$ cat src/ntidw_pkg.sv
// Shared types and constants of the nearest three inverse distance weighting block.
`timescale 1ns / 1ps
`default_nettype none
package ntidw_pkg;

  localparam int unsigned DIST_W = 48;
  localparam int unsigned ST_W   = 8;
  localparam int unsigned W_W    = 17;
  localparam int unsigned RANK_W = 2;
  localparam int unsigned HALF_W = DIST_W / 2;
  localparam int unsigned PROD_W = 2 * DIST_W;
  localparam int unsigned SUM_W  = PROD_W + 2;
  localparam int unsigned FRAC_W = 16;
  localparam int unsigned REM_W  = SUM_W + FRAC_W;

  // Stations at or above this number are skipped.
  localparam int unsigned MAX_STATIONS = 256;

  localparam logic [DIST_W-1:0] CUTOFF_RESET = 48'd256000000000;
  localparam logic [W_W-1:0]    ONE_Q16      = 17'h10000;

  // Configuration register index, taken from paddr[3].
  localparam logic REG_CUTOFF = 1'b0;

  // One grid point handed from the front to the back.
  typedef struct packed {
    logic                       ok;
    logic [2:0][DIST_W-1:0]     dst;
    logic [2:0][ST_W-1:0]       stn;
  } job_t;

  typedef struct packed {
    logic full;
    logic empty;
  } q_stat_t;

endpackage
`default_nettype wire

$ cat src/ntidw_queue.sv
// Short job queue between the front end and the weight unit.
`timescale 1ns / 1ps
`default_nettype none
module ntidw_queue #(
  parameter int unsigned DEPTH = 2
) (
  input  wire logic            clk_i,
  input  wire logic            rst_ni,
  input  wire logic            push_i,
  input  wire ntidw_pkg::job_t push_job_i,
  input  wire logic            pop_i,
  output ntidw_pkg::job_t      pop_job_o,
  output ntidw_pkg::q_stat_t   stat_o
);

  localparam int unsigned PTR_W = (DEPTH > 1) ? $clog2(DEPTH) : 1;
  localparam int unsigned CNT_W = $clog2(DEPTH + 1);

  ntidw_pkg::job_t  mem_q [DEPTH];
  logic [PTR_W-1:0] wr_ptr_q, rd_ptr_q;
  logic [CNT_W-1:0] cnt_q;

  assign pop_job_o = mem_q[rd_ptr_q];
  assign stat_o    = ntidw_pkg::q_stat_t'{full: (cnt_q == CNT_W'(DEPTH)),
                                          empty: (cnt_q == '0)};

  always_ff @(posedge clk_i) begin
    if (push_i) begin
      mem_q[wr_ptr_q] <= push_job_i;
    end
  end

  always_ff @(posedge clk_i or negedge rst_ni) begin
    if (!rst_ni) begin
      wr_ptr_q <= '0;
      rd_ptr_q <= '0;
      cnt_q    <= '0;
    end else begin
      if (push_i) begin
        wr_ptr_q <= (wr_ptr_q == PTR_W'(DEPTH - 1)) ? '0 : wr_ptr_q + 1'b1;
      end
      if (pop_i) begin
        rd_ptr_q <= (rd_ptr_q == PTR_W'(DEPTH - 1)) ? '0 : rd_ptr_q + 1'b1;
      end
      if (push_i && !pop_i) begin
        cnt_q <= cnt_q + 1'b1;
      end else if (pop_i && !push_i) begin
        cnt_q <= cnt_q - 1'b1;
      end
    end
  end

endmodule
`default_nettype wire

$ cat config.mk
export PLATFORM = sky130hd
export DESIGN_NAME = ntidw_queue
export DESIGN_NICKNAME = d
export VERILOG_FILES = /design/src/ntidw_pkg.sv /design/src/ntidw_queue.sv
export SDC_FILE = /design/constraint.sdc
export NUM_CORES = 1
export LEC_CHECK = 0
export ABC_AREA = 1
export BUFFER_PORTS_ARGS = -buffer_cell sky130_fd_sc_hd__buf_2
export CORE_AREA = 2 2 140 176
export DETAILED_ROUTE_END_ITERATION = 8
export DIE_AREA = 0 0 142 178
export GPL_ROUTABILITY_DRIVEN = 0
export HOLD_SLACK_MARGIN = 0.03
export PLACE_DENSITY = 0.82
export SLEW_MARGIN = 20
export SYNTH_ARGS = -nofsm -noshare
export SYNTH_HDL_FRONTEND = slang
export SYNTH_SLANG_ARGS = --single-unit
$ cat constraint.sdc
create_clock -name clk_i -period 24.3 [get_ports clk_i]
set_input_delay 3.645 -clock clk_i [delete_from_list [all_inputs] [get_ports clk_i]]
set_output_delay 3.645 -clock clk_i [all_outputs]
set_load 0.01 [all_outputs]
==> impl_metrics.yaml <==
power:
  p_sw_mw: 0.507
  swShare: 0.283
  p_leak_nw: 6.19
  report.power.total_mw: 1.79
  p_int_mw: 1.29
  combPwrFrac: 0.301
  max-vdd-ir-drop_v: 0.0000914
  p_seq_frac: 0.465
  clkPwrFrac: 0.234
  p_per_area_nw_per_um2: 115
floorplanning:
  coreArea_um2: 23600
  fp.dieH_um: 178
  fp.dieW_um: 142
  rows: 63
  die-area_um2: 25300
  start_util: 0.543
  top_level_ports: 344
worst_setup_path:
  crit_path_start_kind: "flip-flop"
  crit_required_ns: 20.65
  crit_arrival_ns: 3.08
  worstPathCellList: "buf_4, mux2_2, buf_2"
  crit_family: "flip-flops"
  slowest_stage: "dfrtp_4"
  worstSetupEndpointType: "output pin"
  critPathKind: "reg -> out"
  path_buf_inv: 2
  cp_max_fo: 61
  reg2reg_depth: 3
  cpPeakStageDelay_ns: 1.04
  crit_cells: 3
min_path:
  min_delay_path_depth: 2
  holdCritPathClass: "reg -> reg"
routing:
  wl_um: 24000
  num_vias: 6398
  routed_via_density: 5.22
  drc: 0
  wire_per_inst_um: 19.6
  drt_iter0_markers: 241
  antenna_left: 0
  drt-pass1-iter-count: 4
cells_and_area:
  drive_gt1_frac: 0.597
  post-route-util: 0.664
  fin_nets: 1087
  synthToLayoutAreaGrowth_pct: 22.3
run:
  cap_violations: 0
global_route:
  grt_pass1_vias: 6661
  overflow: 0
  grt_max_degree: 94
  grt_pass1_wl_um: 34900
  track_usage: 0.181
  antenna_found_initial: 3
cts:
  cts_htree_levels: 1
  ctsResizeCount: 0
  postCtsHoldBufs: 0
  postCtsSetupBuffers: 0
  cts_sinks: 342
  cts_tree: "built"
  clkTransAtPathRegs_ns: 0.06
  cts_buffers: 30
  clock-root-buffer: "clkbuf_16"
  clk_path_buf_depth: 3
  clock_latency_ns: 0.54
sta:
  drv_slew: 0
  relSlewSlack: 0.304
  setup-tns-final_ns: 0
  min_period_ns: 6.72
  worst_slew_pin_slew_ns: 1.04
  setup_ws_ns: 17.58
  hold_violations: 0
  fmaxAchievable_mhz: 149
  setup_viol: 0
  fin_crit_sh: 0.277
  clock_skew_ns: 0.00778
  rsz0062_at_grt: "false"
yosys:
  synth.top_cells.by_count: "edfxtp_1, mux2_4, mux2_2"
  synth_area_leaders: "edfxtp_1, mux2_4, mux2_2"
  yosys_warnings: 0
  async_flop_share: 0.0117
  synth_nets: 725
  syn_area_um2: 12800
  ys_ff_latch: 342
  synth_top_area_frac: 0.793
  yosys.area.top_type: "edfxtp_1"
  synthDistinctLibCells: 14
  yosysSeqAreaShare: 0.800
  synth_edf_count: 338
  synth_flop_cell: "edfxtp_1"
  syn_avg_cell_area_um2: 23.2
  synth_most_common_cell: "edfxtp_1"
  synth_cells: 551
place:
  numPortBuffers: 343
  dp_slack_ns: 18.11
  hpwl_um: 16200
outcome:
  status: "finished, final reports clean"
[layout by cell type, fill, tap and decap left out]
cell,Yosys,layout
buf_2,7,343
edfxtp_1,338,338
mux2_4,100,100
mux2_2,69,69
clkbuf_16,0,31
clkinv_1,0,8
clkbuf_1,0,8
inv_1,7,6
nand2_1,5,5
buf_4,0,5
clkinv_2,0,4
dfrtp_1,4,3
diode_2,0,2
nor2_1,3,2
xor2_1,2,2
inv_6,0,1
nor2_4,0,1
xnor2_1,1,1
nand3_1,1,1
nand4_1,1,1
ha_1,1,1
buf_16,0,1
dfrtp_4,0,1
[worst paths after layout]
| kind | slack, ns | endpoint | startpoint |
|---|---|---|---|
| max in group asynchronous | 21.25 | rd_ptr_q | rst_ni |
| min in group asynchronous | 2.91 | wr_ptr_q | rst_ni |
| setup / recovery | 17.58 | pop_job_o[7] | rd_ptr_q |
| setup reg to reg | 21.67 | mem_q[1][123] | wr_ptr_q |
| hold / removal | 0.51 | cnt_q[1] | cnt_q[1] |
| hold reg to reg | 0.51 | cnt_q[1] | cnt_q[1] |
[power groups by stage]
| stage | sequential [mW] | clock, mW | combinational [mW] |
|---|---|---|---|
| after floorplan | 0.839 | 0 | 0.390 |
| after global placement | 0.843 | 0 | 0.537 |
| after detailed placement | 0.848 | 0 | 0.547 |
| after CTS | 0.838 | 0.429 | 0.550 |
| after global routing | 0.845 | 0.449 | 0.579 |
| final | 0.835 | 0.420 | 0.539 |
[flip-flops by register name, indices dropped and copies added, names as in the netlist]
register	flops
mem_q	338
cnt_q	2
rd_ptr_q	1
wr_ptr_q	1
[area by class of cell]
cell class / instances / area, um^2
well taps: 292 / 365
clock buffers: 39 / 806
fillers: 1556 / 7910
diodes: 2 / 5.00
multi-input cells: 183 / 2370
repair buffers: 349 / 1780
flip-flops and latches: 342 / 10300
inverters: 7 / 31.3
clock inverters: 12 / 50.0
[stage by stage]
stage | cells | area (um^2) | hold slack, ns
after floorplan | 551 | 12800 | 0.461
after global routing | 1224 | 15700 | 0.563
after CTS | 1224 | 15700 | 0.524
after global placement | 1172 | 14800 | 0.477
final | 1226 | 15700 | 0.512
after detailed placement | 1173 | 14800 | 0.508
[worst reg2reg max path, cell delays in order, from the launching register on]
cell and delay, ns:
dfrtp_1 0.43, nand2_1 0.14, inv_6 0.62, buf_4 0.98
[routing by layer]
metal | GRT usage | wire (um) | vias up
li1 | - | - | 2904
met1 | 0.206 | 8650 | 3129
met2 | 0.330 | 12600 | 313
met3 | 0.0558 | 2200 | 48
met4 | 0.0529 | 527 | 4
met5 | 0 | 27 | -
[cells by family (layout without fill, tap and decap cells)]
group	Yosys count	after routing	share of synthesized area
xor+xnor	3	3	0.00205
fa+ha+maj	1	1	0.000977
buf+inv	26	407	0.0153
flops	342	342	0.800
mux	169	169	0.178
other cells	0	2	0
simple gates	10	10	0.00322
(Power assumes the default switching activity.)
