## config.mk

```make
export PLATFORM = sky130hd
export DESIGN_NAME = ntidw_front
export DESIGN_NICKNAME = d
export VERILOG_FILES = /design/src/ntidw_pkg.sv /design/src/ntidw_front.sv
export SDC_FILE = /design/constraint.sdc
export NUM_CORES = 1
export LEC_CHECK = 0
export ABC_AREA = 1
export ABC_CLOCK_PERIOD_IN_PS = 4200
export BUFFER_PORTS_ARGS = -buffer_cell sky130_fd_sc_hd__buf_2
export CORE_MARGIN = 5
export CORE_UTILIZATION = 30
export DETAILED_ROUTE_END_ITERATION = 6
export PLACE_DENSITY = 0.56
export SLEW_MARGIN = 20
export SYNTH_ARGS = -nofsm -noshare
export SYNTH_HDL_FRONTEND = slang
export SYNTH_SLANG_ARGS = --single-unit
```

## constraint.sdc

```tcl
create_clock -name clk_i -period 4.2 [get_ports clk_i]
set_clock_uncertainty 0.1 [all_clocks]
set_input_delay 0.21 -clock clk_i [delete_from_list [all_inputs] [get_ports clk_i]]
set_output_delay 0.21 -clock clk_i [all_outputs]
set_load 0.01 [all_outputs]
```

## src/ntidw_pkg.sv

```systemverilog
// Shared types and constants of the nearest three inverse distance weighting block.
`timescale 1ns / 1ps
`default_nettype none
package ntidw_pkg;

  localparam int unsigned DIST_W = 48;
  localparam int unsigned ST_W   = 8;
  localparam int unsigned W_W    = 17;
  localparam int unsigned RANK_W = 2;
  localparam int unsigned HALF_W = DIST_W / 2;
  localparam int unsigned PROD_W = 2 * DIST_W;
  localparam int unsigned SUM_W  = PROD_W + 2;
  localparam int unsigned FRAC_W = 16;
  localparam int unsigned REM_W  = SUM_W + FRAC_W;

  // Stations at or above this number are skipped.
  localparam int unsigned MAX_STATIONS = 256;

  localparam logic [DIST_W-1:0] CUTOFF_RESET = 48'd256000000000;
  localparam logic [W_W-1:0]    ONE_Q16      = 17'h10000;

  // Configuration register index, taken from paddr[3].
  localparam logic REG_CUTOFF = 1'b0;

  // One grid point handed from the front to the back.
  typedef struct packed {
    logic                       ok;
    logic [2:0][DIST_W-1:0]     dst;
    logic [2:0][ST_W-1:0]       stn;
  } job_t;

  typedef struct packed {
    logic full;
    logic empty;
  } q_stat_t;

endpackage
`default_nettype wire

```

## src/ntidw_front.sv

```systemverilog
// Front end: accepts distance requests and keeps the three nearest stations.
`timescale 1ns / 1ps
`default_nettype none
module ntidw_front (
  input  wire logic                         clk_i,
  input  wire logic                         rst_ni,
  input  wire logic                         in_valid_i,
  output logic                              in_stall_o,
  input  wire logic [ntidw_pkg::DIST_W-1:0] in_distance_i,
  input  wire logic [ntidw_pkg::ST_W-1:0]   in_station_number_i,
  input  wire logic                         in_final_station_i,
  input  wire logic [ntidw_pkg::DIST_W-1:0] cutoff_i,
  input  wire ntidw_pkg::q_stat_t           q_stat_i,
  output logic                              push_o,
  output ntidw_pkg::job_t                   job_o
);

  logic [2:0][ntidw_pkg::DIST_W-1:0] best_d_q, best_d_d;
  logic [2:0][ntidw_pkg::ST_W-1:0]   best_s_q, best_s_d;
  logic [1:0]                        cnt_q, cnt_d;
  logic [2:0]                        le;
  logic                              qualifies;
  logic                              ins;
  logic                              accept;

  assign in_stall_o = q_stat_i.full;
  assign accept     = in_valid_i && !q_stat_i.full;

  always_comb begin
    qualifies = ({1'b0, in_station_number_i} < 9'(ntidw_pkg::MAX_STATIONS)) &&
                (in_distance_i < cutoff_i);
    for (int i = 0; i < 3; i++) begin
      le[i] = (2'(i) < cnt_q) && (best_d_q[i] <= in_distance_i);
    end
    // The kept entries are sorted, so le is a prefix and the new entry lands
    // at the first position that is not at or below it.
    ins      = qualifies && !le[2];
    best_d_d = best_d_q;
    best_s_d = best_s_q;
    if (ins) begin
      for (int i = 0; i < 3; i++) begin
        if (!le[i]) begin
          if (i == 0 || le[(i == 0) ? 0 : i - 1]) begin
            best_d_d[i] = in_distance_i;
            best_s_d[i] = in_station_number_i;
          end else begin
            best_d_d[i] = best_d_q[(i == 0) ? 0 : i - 1];
            best_s_d[i] = best_s_q[(i == 0) ? 0 : i - 1];
          end
        end
      end
    end
    cnt_d = (ins && cnt_q != 2'd3) ? cnt_q + 2'd1 : cnt_q;
  end

  assign push_o = accept && in_final_station_i;
  assign job_o  = ntidw_pkg::job_t'{ok: (cnt_d == 2'd3), dst: best_d_d, stn: best_s_d};

  always_ff @(posedge clk_i or negedge rst_ni) begin
    if (!rst_ni) begin
      best_d_q <= '1;
      best_s_q <= '0;
      cnt_q    <= '0;
    end else if (accept) begin
      if (in_final_station_i) begin
        best_d_q <= '1;
        best_s_q <= '0;
        cnt_q    <= '0;
      end else begin
        best_d_q <= best_d_d;
        best_s_q <= best_s_d;
        cnt_q    <= cnt_d;
      end
    end
  end

endmodule
`default_nettype wire

```

==> results.ini <==
[sta]
slew_violations=0
setup_tns_ns=0
hold_violations=0
fmax_ghz=0.258
setup_slack_ns=0.323
slew_headroom_pct=47.7
final-setup-viol-count=0
period_minus_slack_ns=3.88
tightest_slew_ns=0.784
period_share_pct=92.3
rsz0062_at_grt=false
fin_hold_ws_ns=0.0409

[power_and_ir_drop]
p_sw_share_pct=46.6
combPwrFrac_pct=51.0
netSwitchingPower_mw=3.91
power_mw=8.39
pwr-share-seq_pct=28.6
clock_power_share_pct=20.5
irDropWorstVdd_mv=0.421
internal_power_mw=4.48
pwr_density_cell_nw_per_um2=415
p_leak_nw=12.1

[clocking]
cts_tree=done
htreeDepth=4
cts_setup_buffers=0
numCtsBuffers=17
clk_path_buf_depth=2
clk_latency_ns=0.50
ctsResizeCount=0
clkTransAtPathRegs_ns=0.08
cts_root_buf=clkbuf_16
clock-sinks=170

[routing]
avgRoutedWirePerCell_um=15.9
drt-met1-wl_um=28800
first_pass_iters=5
vias=17200
drt_iter0_drc=1047
drc_errors=0
met3WireLength_um=2500
antenna_left=0
routed.top_layer=met4
routed_wl_um=60600
vias_per_cell=4.53
wl_met2_um=28200

[critical_path]
crit_chain=ha_1 -> nand4_1 -> nor2_1 -> nand3_1 -> nor2_2 -> nand2_1 -> nand3_2 -> nand2_2 -> nand2_4 -> nand3_2 -> buf_4 -> nand2_1 -> and2_1 -> buf_2
slowest_stage=dfstp_2
reg2regPathDepth=14
cp_max_fo=11
startpoint_type=flop
critical_path.max_stage_delay_ns=0.55
end_kind=output pin
path_class=flop to output pin
rr_startpoint=best_d_q[127]$_DFFE_PN1P_
timing.rr.end=best_d_q[125]$_DFFE_PN1P_
arrival_ns=3.57
r2r_slack_ns=1.06
required_ns=3.89

[synthesis]
ys_warn_count=0
netlist_instances=2805
yosys_register_bits=170
yosysUniqueCellTypes=36
synth_area_sq_um=17400
synth_ff_type=dfstp_2
syn_avg_cell_area_sq_um=6.22
synth_async_sr_flop_share_pct=100
synth-seq-area-share_pct=25.4
synth_edf_count=0
synth_fp_nets=3108

[final_layout]
num_antenna_cells=0
utilization_pct=35.1
final_common_cell=nand2_1
final_cell_mix=nand2_1, inv_1, nand3_1
area_delta_synth_final_pct=16.0
drive_above_1_share_pct=18.9
nets=3328

[placement]
dp_hpwl_um=43200
place_ws_ns=0.693
gp_congestion=0.812
portBuffers=279

[run]
maxCapViolCount=0

[hold_path]
whs_path_depth=7
hp-start=in_distance_i[11]
hp-class=input port to flop
hold_path_end=best_d_q[11]$_DFFE_PN1P_

[grt]
grt_max_degree=97
first_global_vias=16400
grt_pass1_wl_um=94300
grt_overflow=0
antenna_found_initial=0
grt_use_total_pct=18.9

[floorplan]
fp.dieH_um=251
start_util_pct=30.2
die_x_um=251
die_area_sq_um=63100
ios=281
rows=88
coreArea_sq_um=57700

[run_status]
outcome=finished clean

==> Yosys cell counts, types with 24 or more instances <==
cell      count  area, sq um
nand3_1     358         1790
nand2_2      24          150
a21oi_1      86          430
buf_2        33          165
clkbuf_1     50          188
nand2_1    1179         4430
and2_1       27          169
ha_1        193         2410
dfstp_2     144         3780
nor2_1       61          229
o21ai_0      28          140
dfrtp_1      26          651
inv_1       458         1720
nand3_2      24          240
==> cells by family (layout without fill, tap and decap cells) <==
logic type | after synthesis | after routing | share of synthesized area (%)
fa+ha+maj | 193 | 193 | 13.8
buf+inv | 581 | 814 | 13.7
flops | 170 | 170 | 25.4
simple gates | 1725 | 1725 | 42.8
xor+xnor | 1 | 1 | 0.0502
compound gates | 135 | 135 | 4.24
==> per-stage QoR <==
| stage | cells | instance area, sq um |
|---|---|---|
| floorplan | 2805 | 17400 |
| global placement | 3762 | 19600 |
| detailed placement | 3762 | 19600 |
| CTS | 3803 | 20200 |
| global route | 3803 | 20200 |
| finish | 3803 | 20200 |
==> final cells by class <==
type / count / area [sq um]
Clock buffer: 19 / 443
Clock inverter: 13 / 141
Fill cell: 6336 / 37500
Inverter: 461 / 1730
Multi-Input combinational cell: 2054 / 10600
Sequential cell: 170 / 4440
Tap cell: 765 / 957
Timing Repair Buffer: 321 / 1880
==> how the worst max path moves through the flow <==
stage,startpoint,to,slack [ns],depth (start not counted)
floorplan,best_d_q[91]$_DFFE_PN1P_,job_o[16],1.75,13
CTS,best_d_q[127]$_DFFE_PN1P_,job_o[15],0.22,14
detailed placement,in_distance_i[29],job_o[15],0.69,16
finish,best_d_q[127]$_DFFE_PN1P_,job_o[15],0.32,14
global route,best_d_q[47]$_DFFE_PN1P_,job_o[65],0.02,16
global placement,in_distance_i[29],job_o[15],0.73,16
==> per-layer routing <==
| layer | vias to the layer above | GRT usage [%] |
|---|---|---|
| met4 | 0 | 5.10 |
| met1 | 7731 | 25.9 |
| li1 | 9092 | - |
| met2 | 360 | 31.2 |
| met3 | 60 | 2.98 |
| met5 | - | 0 |
==> worst max-delay path, delay by kind of cell, from the launching register on <==
kind,cells,cell delay [ns]
buffers and inverters,2,0.49
adder cells (fa/ha/maj),1,0.16
AND/OR/NAND/NOR,11,1.86
flip-flops,1,0.55
==> registers in the layout, indices dropped and copies added (netlist names) <==
| signal | count |
|---|---|
| best_d_q | 144 |
| cnt_q | 2 |
| best_s_q | 24 |
==> repair_timing <==
item	4_1_cts	5_1_grt
hold buffers	9	0
setup endpoints to repair	0	0
endpoints found under the hold margin	46	0
==> power groups by stage <==
stage	combinational (mW)	clock (mW)	sequential, mW
final	4.28	1.72	2.40
after global routing	4.88	1.83	2.44
after CTS	4.34	1.78	2.39
after detailed placement	4.31	0	2.42
after global placement	4.28	0	2.42
after floorplan	2.92	0	2.32
(Power assumes the default switching activity.)
