===== src/ntidw_pkg.sv =====
// Shared types and constants of the nearest three inverse distance weighting block.
`timescale 1ns / 1ps
`default_nettype none
package ntidw_pkg;

  localparam int unsigned DIST_W = 48;
  localparam int unsigned ST_W   = 8;
  localparam int unsigned W_W    = 17;
  localparam int unsigned RANK_W = 2;
  localparam int unsigned HALF_W = DIST_W / 2;
  localparam int unsigned PROD_W = 2 * DIST_W;
  localparam int unsigned SUM_W  = PROD_W + 2;
  localparam int unsigned FRAC_W = 16;
  localparam int unsigned REM_W  = SUM_W + FRAC_W;

  // Stations at or above this number are skipped.
  localparam int unsigned MAX_STATIONS = 256;

  localparam logic [DIST_W-1:0] CUTOFF_RESET = 48'd256000000000;
  localparam logic [W_W-1:0]    ONE_Q16      = 17'h10000;

  // Configuration register index, taken from paddr[3].
  localparam logic REG_CUTOFF = 1'b0;

  // One grid point handed from the front to the back.
  typedef struct packed {
    logic                       ok;
    logic [2:0][DIST_W-1:0]     dst;
    logic [2:0][ST_W-1:0]       stn;
  } job_t;

  typedef struct packed {
    logic full;
    logic empty;
  } q_stat_t;

endpackage
`default_nettype wire


===== src/ntidw_back.sv =====
// Back end: products, sum and bit-serial division for the first two weights; the third is one minus both.
`timescale 1ns / 1ps
`default_nettype none
module ntidw_back (
  input  wire logic                          clk_i,
  input  wire logic                          rst_ni,
  input  wire ntidw_pkg::q_stat_t            q_stat_i,
  input  wire ntidw_pkg::job_t               job_i,
  output logic                               pop_o,
  output logic                               out_valid_o,
  input  wire logic                          out_stall_i,
  output logic [ntidw_pkg::ST_W-1:0]         out_chosen_station_o,
  output logic [ntidw_pkg::W_W-1:0]          out_weight_o,
  output logic [ntidw_pkg::RANK_W-1:0]       out_rank_o,
  output logic                               out_last_result_o,
  output logic                               out_too_few_stations_o
);

  typedef enum logic [2:0] {
    ST_IDLE,
    ST_ERR,
    ST_MUL,
    ST_SUM0,
    ST_SUM1,
    ST_DIV,
    ST_OUT
  } state_e;

  localparam int unsigned DW = ntidw_pkg::DIST_W;
  localparam int unsigned HW = ntidw_pkg::HALF_W;
  localparam int unsigned PW = ntidw_pkg::PROD_W;
  localparam int unsigned SW = ntidw_pkg::SUM_W;
  localparam int unsigned FW = ntidw_pkg::FRAC_W;
  localparam int unsigned RW = ntidw_pkg::REM_W;
  localparam int unsigned WW = ntidw_pkg::W_W;
  // Three products of four partial products each.
  localparam logic [3:0] MUL_STEPS = 4'd12;

  state_e                       state_q;
  logic [2:0][DW-1:0]           e_q;
  logic [2:0][ntidw_pkg::ST_W-1:0] st_q;
  logic [3:0]                   mcnt_q;
  logic [2*HW-1:0]              pp_q;
  logic [3:0]                   pp_sel_q;
  logic                         pp_vld_q;
  logic [2:0][PW-1:0]           n_q;
  logic [SW-1:0]                s_q;
  logic [RW-1:0]                rem_q;
  logic [RW-1:0]                den_q;
  logic [4:0]                   bit_q;
  logic                         wsel_q;
  logic [WW-1:0]                quo_q;
  logic [1:0][WW-1:0]           w_q;
  logic [1:0]                   rank_q;

  logic                         out_valid_q;
  logic [ntidw_pkg::ST_W-1:0]   out_st_q;
  logic [WW-1:0]                out_w_q;
  logic [ntidw_pkg::RANK_W-1:0] out_rank_q;
  logic                         out_last_q;
  logic                         out_err_q;

  logic [DW-1:0]                op_a, op_b;
  logic [HW-1:0]                a_h, b_h;
  logic [2*HW-1:0]              pp_d;
  logic [PW-1:0]                addend;
  logic [SW-1:0]                sum_full;
  logic                         ge;
  logic [RW-1:0]                rem_diff;
  logic [WW-1:0]                quo_next;
  logic [WW-1:0]                w_third;
  logic                         out_free;
  logic                         out_load;

  assign pop_o = (state_q == ST_IDLE) && !q_stat_i.empty;
  assign out_free = !out_valid_q || !out_stall_i;
  assign out_load = out_free && ((state_q == ST_ERR) || (state_q == ST_OUT));

  always_comb begin
    case (mcnt_q[3:2])
      2'd0:    begin op_a = e_q[1]; op_b = e_q[2]; end
      2'd1:    begin op_a = e_q[0]; op_b = e_q[2]; end
      default: begin op_a = e_q[0]; op_b = e_q[1]; end
    endcase
    a_h = mcnt_q[1] ? op_a[DW-1:HW] : op_a[HW-1:0];
    b_h = mcnt_q[0] ? op_b[DW-1:HW] : op_b[HW-1:0];
    pp_d = a_h * b_h;
    case (pp_sel_q[1:0])
      2'd0:    addend = {{(PW-2*HW){1'b0}}, pp_q};
      2'd3:    addend = {{(PW-2*HW){1'b0}}, pp_q} << (2 * HW);
      default: addend = {{(PW-2*HW){1'b0}}, pp_q} << HW;
    endcase
    sum_full = s_q + {2'b0, n_q[2]};
    ge       = (rem_q >= den_q);
    rem_diff = rem_q - den_q;
    quo_next = {quo_q[WW-2:0], ge};
    w_third  = ntidw_pkg::ONE_Q16 - w_q[0] - w_q[1];
  end

  always_ff @(posedge clk_i or negedge rst_ni) begin
    if (!rst_ni) begin
      state_q     <= ST_IDLE;
      mcnt_q      <= '0;
      pp_vld_q    <= 1'b0;
      bit_q       <= '0;
      wsel_q      <= 1'b0;
      rank_q      <= '0;
      out_valid_q <= 1'b0;
    end else begin
      if (out_valid_q && !out_stall_i && !out_load) begin
        out_valid_q <= 1'b0;
      end
      case (state_q)
        ST_IDLE: begin
          if (!q_stat_i.empty) begin
            for (int i = 0; i < 3; i++) begin
              e_q[i] <= (job_i.dst[i] == '0) ? DW'(1) : job_i.dst[i];
            end
            st_q     <= job_i.stn;
            n_q      <= '0;
            mcnt_q   <= '0;
            pp_vld_q <= 1'b0;
            state_q  <= job_i.ok ? ST_MUL : ST_ERR;
          end
        end
        ST_ERR: begin
          if (out_free) begin
            out_valid_q <= 1'b1;
            out_st_q    <= '0;
            out_w_q     <= '0;
            out_rank_q  <= '0;
            out_last_q  <= 1'b0;
            out_err_q   <= 1'b1;
            state_q     <= ST_IDLE;
          end
        end
        ST_MUL: begin
          // Partial products are registered and added in the next cycle.
          if (mcnt_q != MUL_STEPS) begin
            pp_q     <= pp_d;
            pp_sel_q <= mcnt_q;
            mcnt_q   <= mcnt_q + 4'd1;
          end else begin
            state_q <= ST_SUM0;
          end
          pp_vld_q <= (mcnt_q != MUL_STEPS);
          if (pp_vld_q) begin
            n_q[pp_sel_q[3:2]] <= n_q[pp_sel_q[3:2]] + addend;
          end
        end
        ST_SUM0: begin
          s_q     <= {2'b0, n_q[0]} + {2'b0, n_q[1]};
          state_q <= ST_SUM1;
        end
        ST_SUM1: begin
          s_q     <= sum_full;
          den_q   <= {sum_full, {FW{1'b0}}};
          rem_q   <= {2'b0, n_q[0], {FW{1'b0}}};
          quo_q   <= '0;
          bit_q   <= 5'(FW);
          wsel_q  <= 1'b0;
          state_q <= ST_DIV;
        end
        ST_DIV: begin
          // One quotient bit per cycle, divisor shifted down each step.
          if (bit_q == '0) begin
            w_q[wsel_q] <= quo_next;
            if (!wsel_q) begin
              wsel_q <= 1'b1;
              rem_q  <= {2'b0, n_q[1], {FW{1'b0}}};
              den_q  <= {s_q, {FW{1'b0}}};
              quo_q  <= '0;
              bit_q  <= 5'(FW);
            end else begin
              rank_q  <= '0;
              state_q <= ST_OUT;
            end
          end else begin
            if (ge) begin
              rem_q <= rem_diff;
            end
            den_q <= den_q >> 1;
            quo_q <= quo_next;
            bit_q <= bit_q - 5'd1;
          end
        end
        ST_OUT: begin
          if (out_free) begin
            out_valid_q <= 1'b1;
            out_st_q    <= st_q[rank_q];
            out_rank_q  <= rank_q;
            out_last_q  <= (rank_q == 2'd2);
            out_err_q   <= 1'b0;
            case (rank_q)
              2'd0:    out_w_q <= w_q[0];
              2'd1:    out_w_q <= w_q[1];
              default: out_w_q <= w_third;
            endcase
            if (rank_q == 2'd2) begin
              state_q <= ST_IDLE;
            end else begin
              rank_q <= rank_q + 2'd1;
            end
          end
        end
        default: state_q <= ST_IDLE;
      endcase
    end
  end

  assign out_valid_o            = out_valid_q;
  assign out_chosen_station_o   = out_st_q;
  assign out_weight_o           = out_w_q;
  assign out_rank_o             = out_rank_q;
  assign out_last_result_o      = out_last_q;
  assign out_too_few_stations_o = out_err_q;

endmodule
`default_nettype wire


===== config.mk =====
export PLATFORM = sky130hd
export DESIGN_NAME = ntidw_back
export DESIGN_NICKNAME = d
export VERILOG_FILES = /design/src/ntidw_pkg.sv /design/src/ntidw_back.sv
export SDC_FILE = /design/constraint.sdc
export NUM_CORES = 2
export LEC_CHECK = 0
export BUFFER_PORTS_ARGS = -buffer_cell sky130_fd_sc_hd__buf_2
export CORE_MARGIN = 1
export CORE_UTILIZATION = 55
export DETAILED_ROUTE_END_ITERATION = 10
export PLACE_DENSITY_LB_ADDON = 0.05
export SYNTH_ARGS = -nofsm -noshare
export SYNTH_HDL_FRONTEND = slang
export SYNTH_SLANG_ARGS = --single-unit

===== constraint.sdc =====
create_clock -name clk_i -period 35.3 [get_ports clk_i]
set_clock_uncertainty 0.05 [all_clocks]
set_input_delay 1.765 -clock clk_i [delete_from_list [all_inputs] [get_ports clk_i]]
set_output_delay 1.765 -clock clk_i [all_outputs]
set_load 0.02 [all_outputs]

==> reports/metrics.yaml <==
clock-root-buffer: "clkbuf_16"
cts_buffers: 110
maxCapViolations: 1
grt_pass1_vias: 73200
grt_start_max_net_pins: 153
tightestPinTransition_ns: 1.561
syn2layout_area_growth_pct: 6.683
postLayoutCellArea_sq_um: 92930
vias_per_cell: 6.388
cts_sinks: 930
grt_setup_unrepaired: "no"
synth-seq-cells: 930
r2r_end: "pp_q[47]"
syn-instance-count: 10210
start_util: 0.5557
hold_class: "reg -> reg"
end_kind: "flop"
ff2ff_setup_slack_ns: 24.75
dieArea_sq_um: 160000
die_h_um: 400.0
portBuffers: 203
dp_hpwl_um: 243200
fp.coreArea_sq_um: 156800
startpoint: "mcnt_q[2]"
period_needed_ns: 10.55
ys_warn_count: 0
slew_viol_final: 4
rows: 145
worstSetupPathType: "reg -> reg"
cts_tree: "yes"
ctsResizeCount: 0
htreeDepth: 3
yosysTopAreaCell: "edfxtp_1"
final_cell_mix: "1624 x nand2_1, 1058 x a21oi_1, 913 x edfxtp_1"
clk_pin_slew_ns: 0.06
place.gp.congestion: 1.063
yosysTopAreaCellShare: 0.3147
ff2ff_path_depth: 33
worst_slack_ns: 24.75
synth-main-ff-cell: "edfxtp_1"
fin_crit_sh: 0.2989
worstPathArrival_ns: 11.05
synth_cell_types: 93
layout_commonest_cell: "nand2_1"
wl_per_cell_um: 26.18
drc: 0
clockBufferDepth: 3
fillCellCount: 14140
ys_seq_area_frac: 0.3196
num-nets-final: 11220
crit_fanout: 48
drt_first_iter_violations: 9727
antenna_left: 0
drt-pass1-iter-count: 8
clkLatencyLatePin_ns: 0.78
synth_edf_count: 913
synth_fp_nets: 11490
cpPeakStageDelay_ns: 0.83
place_ws_ns: 25.04
grt_pass1_wl_um: 465700
drive_above_1_share: 0.06307
critical_path.endpoint: "pp_q[47]"
status: "finished, violations left"
cpMaxStageDelayCell: "or2_2"
syn_area_per_cell_sq_um: 8.530
yosys-top-cells-area: "edfxtp_1 31%, fa_1 11%, ha_1 8.8%"
fmax_mhz: 94.77
io_pins: 205
drt-total-wl_um: 316800
crit-reg2reg-launch: "mcnt_q[2]"
synthArstFlopShare: 0.01828
placed_area_sq_um: 89350
postCtsSetupRepairBufs: 0
fin_setup_tns_ns: 0
start_kind: "flop"
antenna_found_initial: 11
hold_violations: 0
worstPathRequired_ns: 35.80
setup_viol: 0
syn_area_sq_um: 87110
violations: "max-capacitance violations, max-slew violations"
grt.total_usage: 0.3913
relSlewSlack: -0.04322
grt-ovfl-total: 0
num_vias: 77290
cts_hold_buf: 0
die_w_um: 400.0
registers in the layout, summed over array words and instances (netlist names), 2 cells and up:
| name | flops |
|---|---|
| w_q | 34 |
| rank_q | 2 |
| out_rank_o | 2 |
| e_q | 144 |
| st_q | 24 |
| mcnt_q | 4 |
| s_q | 98 |
| rem_q | 114 |
| bit_q | 5 |
| n_q | 288 |
| den_q | 114 |
| state_q | 3 |
| pp_sel_q | 4 |
| out_weight_o | 17 |
| quo_q | 16 |
| out_chosen_station_o | 8 |
| pp_q | 48 |
cells by family (layout without fill, tap and decap cells):
group | after synthesis | after routing | synth area share
muxes | 163 | 163 | 0.01989
adders and majority gates | 1101 | 1101 | 0.2001
AOI/OAI and AO/OA | 2696 | 2696 | 0.1855
DFF | 930 | 930 | 0.3196
and+or+nand+nor | 3326 | 3326 | 0.1639
buffers and inverters | 1562 | 1386 | 0.06736
other | 0 | 5 | 0
xor gates and xnor gates | 434 | 434 | 0.04363
worst min-delay path by stage:
stage / startpoint / endpoint / cells past startpoint
detailed placement: quo_q[12] / w_q[30] / 0
global placement: quo_q[12] / w_q[13] / 0
global route: quo_q[15] / w_q[33] / 0
floorplan: quo_q[15] / w_q[16] / 0
finish: quo_q[10] / w_q[28] / 0
CTS: quo_q[10] / w_q[28] / 0
layout make-up:
type / count / area (sq um) / area share
clock inverter: 76 / 735.7 / 0.007916
antenna: 5 / 12.51 / 0.0001346
clock buffer: 129 / 2834 / 0.03049
inverter: 848 / 3183 / 0.03425
tap: 2058 / 2575 / 0.02771
multi-input combinational: 7720 / 53680 / 0.5776
timing repair buffer: 333 / 2067 / 0.02224
sequential: 930 / 27850 / 0.2996
synth_stat cells (38+ instances only):
cell      instances
xor2_1          167
o21a_1           96
fa_1            487
o31ai_1          38
o21ai_0         587
xnor2_1         267
nand2_1        1627
mux2i_1         136
o21ai_1          65
and2_1           88
ha_1            614
inv_1           848
a31oi_1          96
o21bai_1        127
nand2b_1         57
nor2_1          907
nor4_1           60
buf_1            49
a21o_1          241
a211oi_1        131
nand4_1         172
nor3_1           80
nor2b_1          47
clkbuf_1        661
a21oi_1        1058
and3_1           73
edfxtp_1        913
nand3_1         125
metal layers:
layer  track usage  vias up  part of all wire
met1        0.5586    37440              0.42
li1              -    34780                 -
met2        0.5614     4407              0.41
met4        0.1375        6             0.041
met3        0.1156      653              0.13
met5             0        -           0.00015
critical path, delay by kind of cell (launching register included):
kind / cells / cell delay (ns)
XOR/XNOR: 1 / 0.28
adder cells (fa/ha/maj): 8 / 3.93
AO/OA/AOI/OAI: 10 / 2.84
flip-flops: 1 / 0.66
buffers and inverters: 7 / 0.37
AND/OR/NAND/NOR: 7 / 2.18
metrics by stage:
stage,hold WS [ns],utilization,instances
floorplan,0.3715,-,10210
global placement,0.3933,0.5700,11890
detailed placement,0.4017,0.5700,11890
CTS,0.4148,0.5928,12090
global route,0.4259,0.5928,12100
finish,0.4095,0.5929,12100
Power is left out: the tool's default activity adds up to more than one toggle a clock period on the data nets, which glitch-free logic cannot reach.
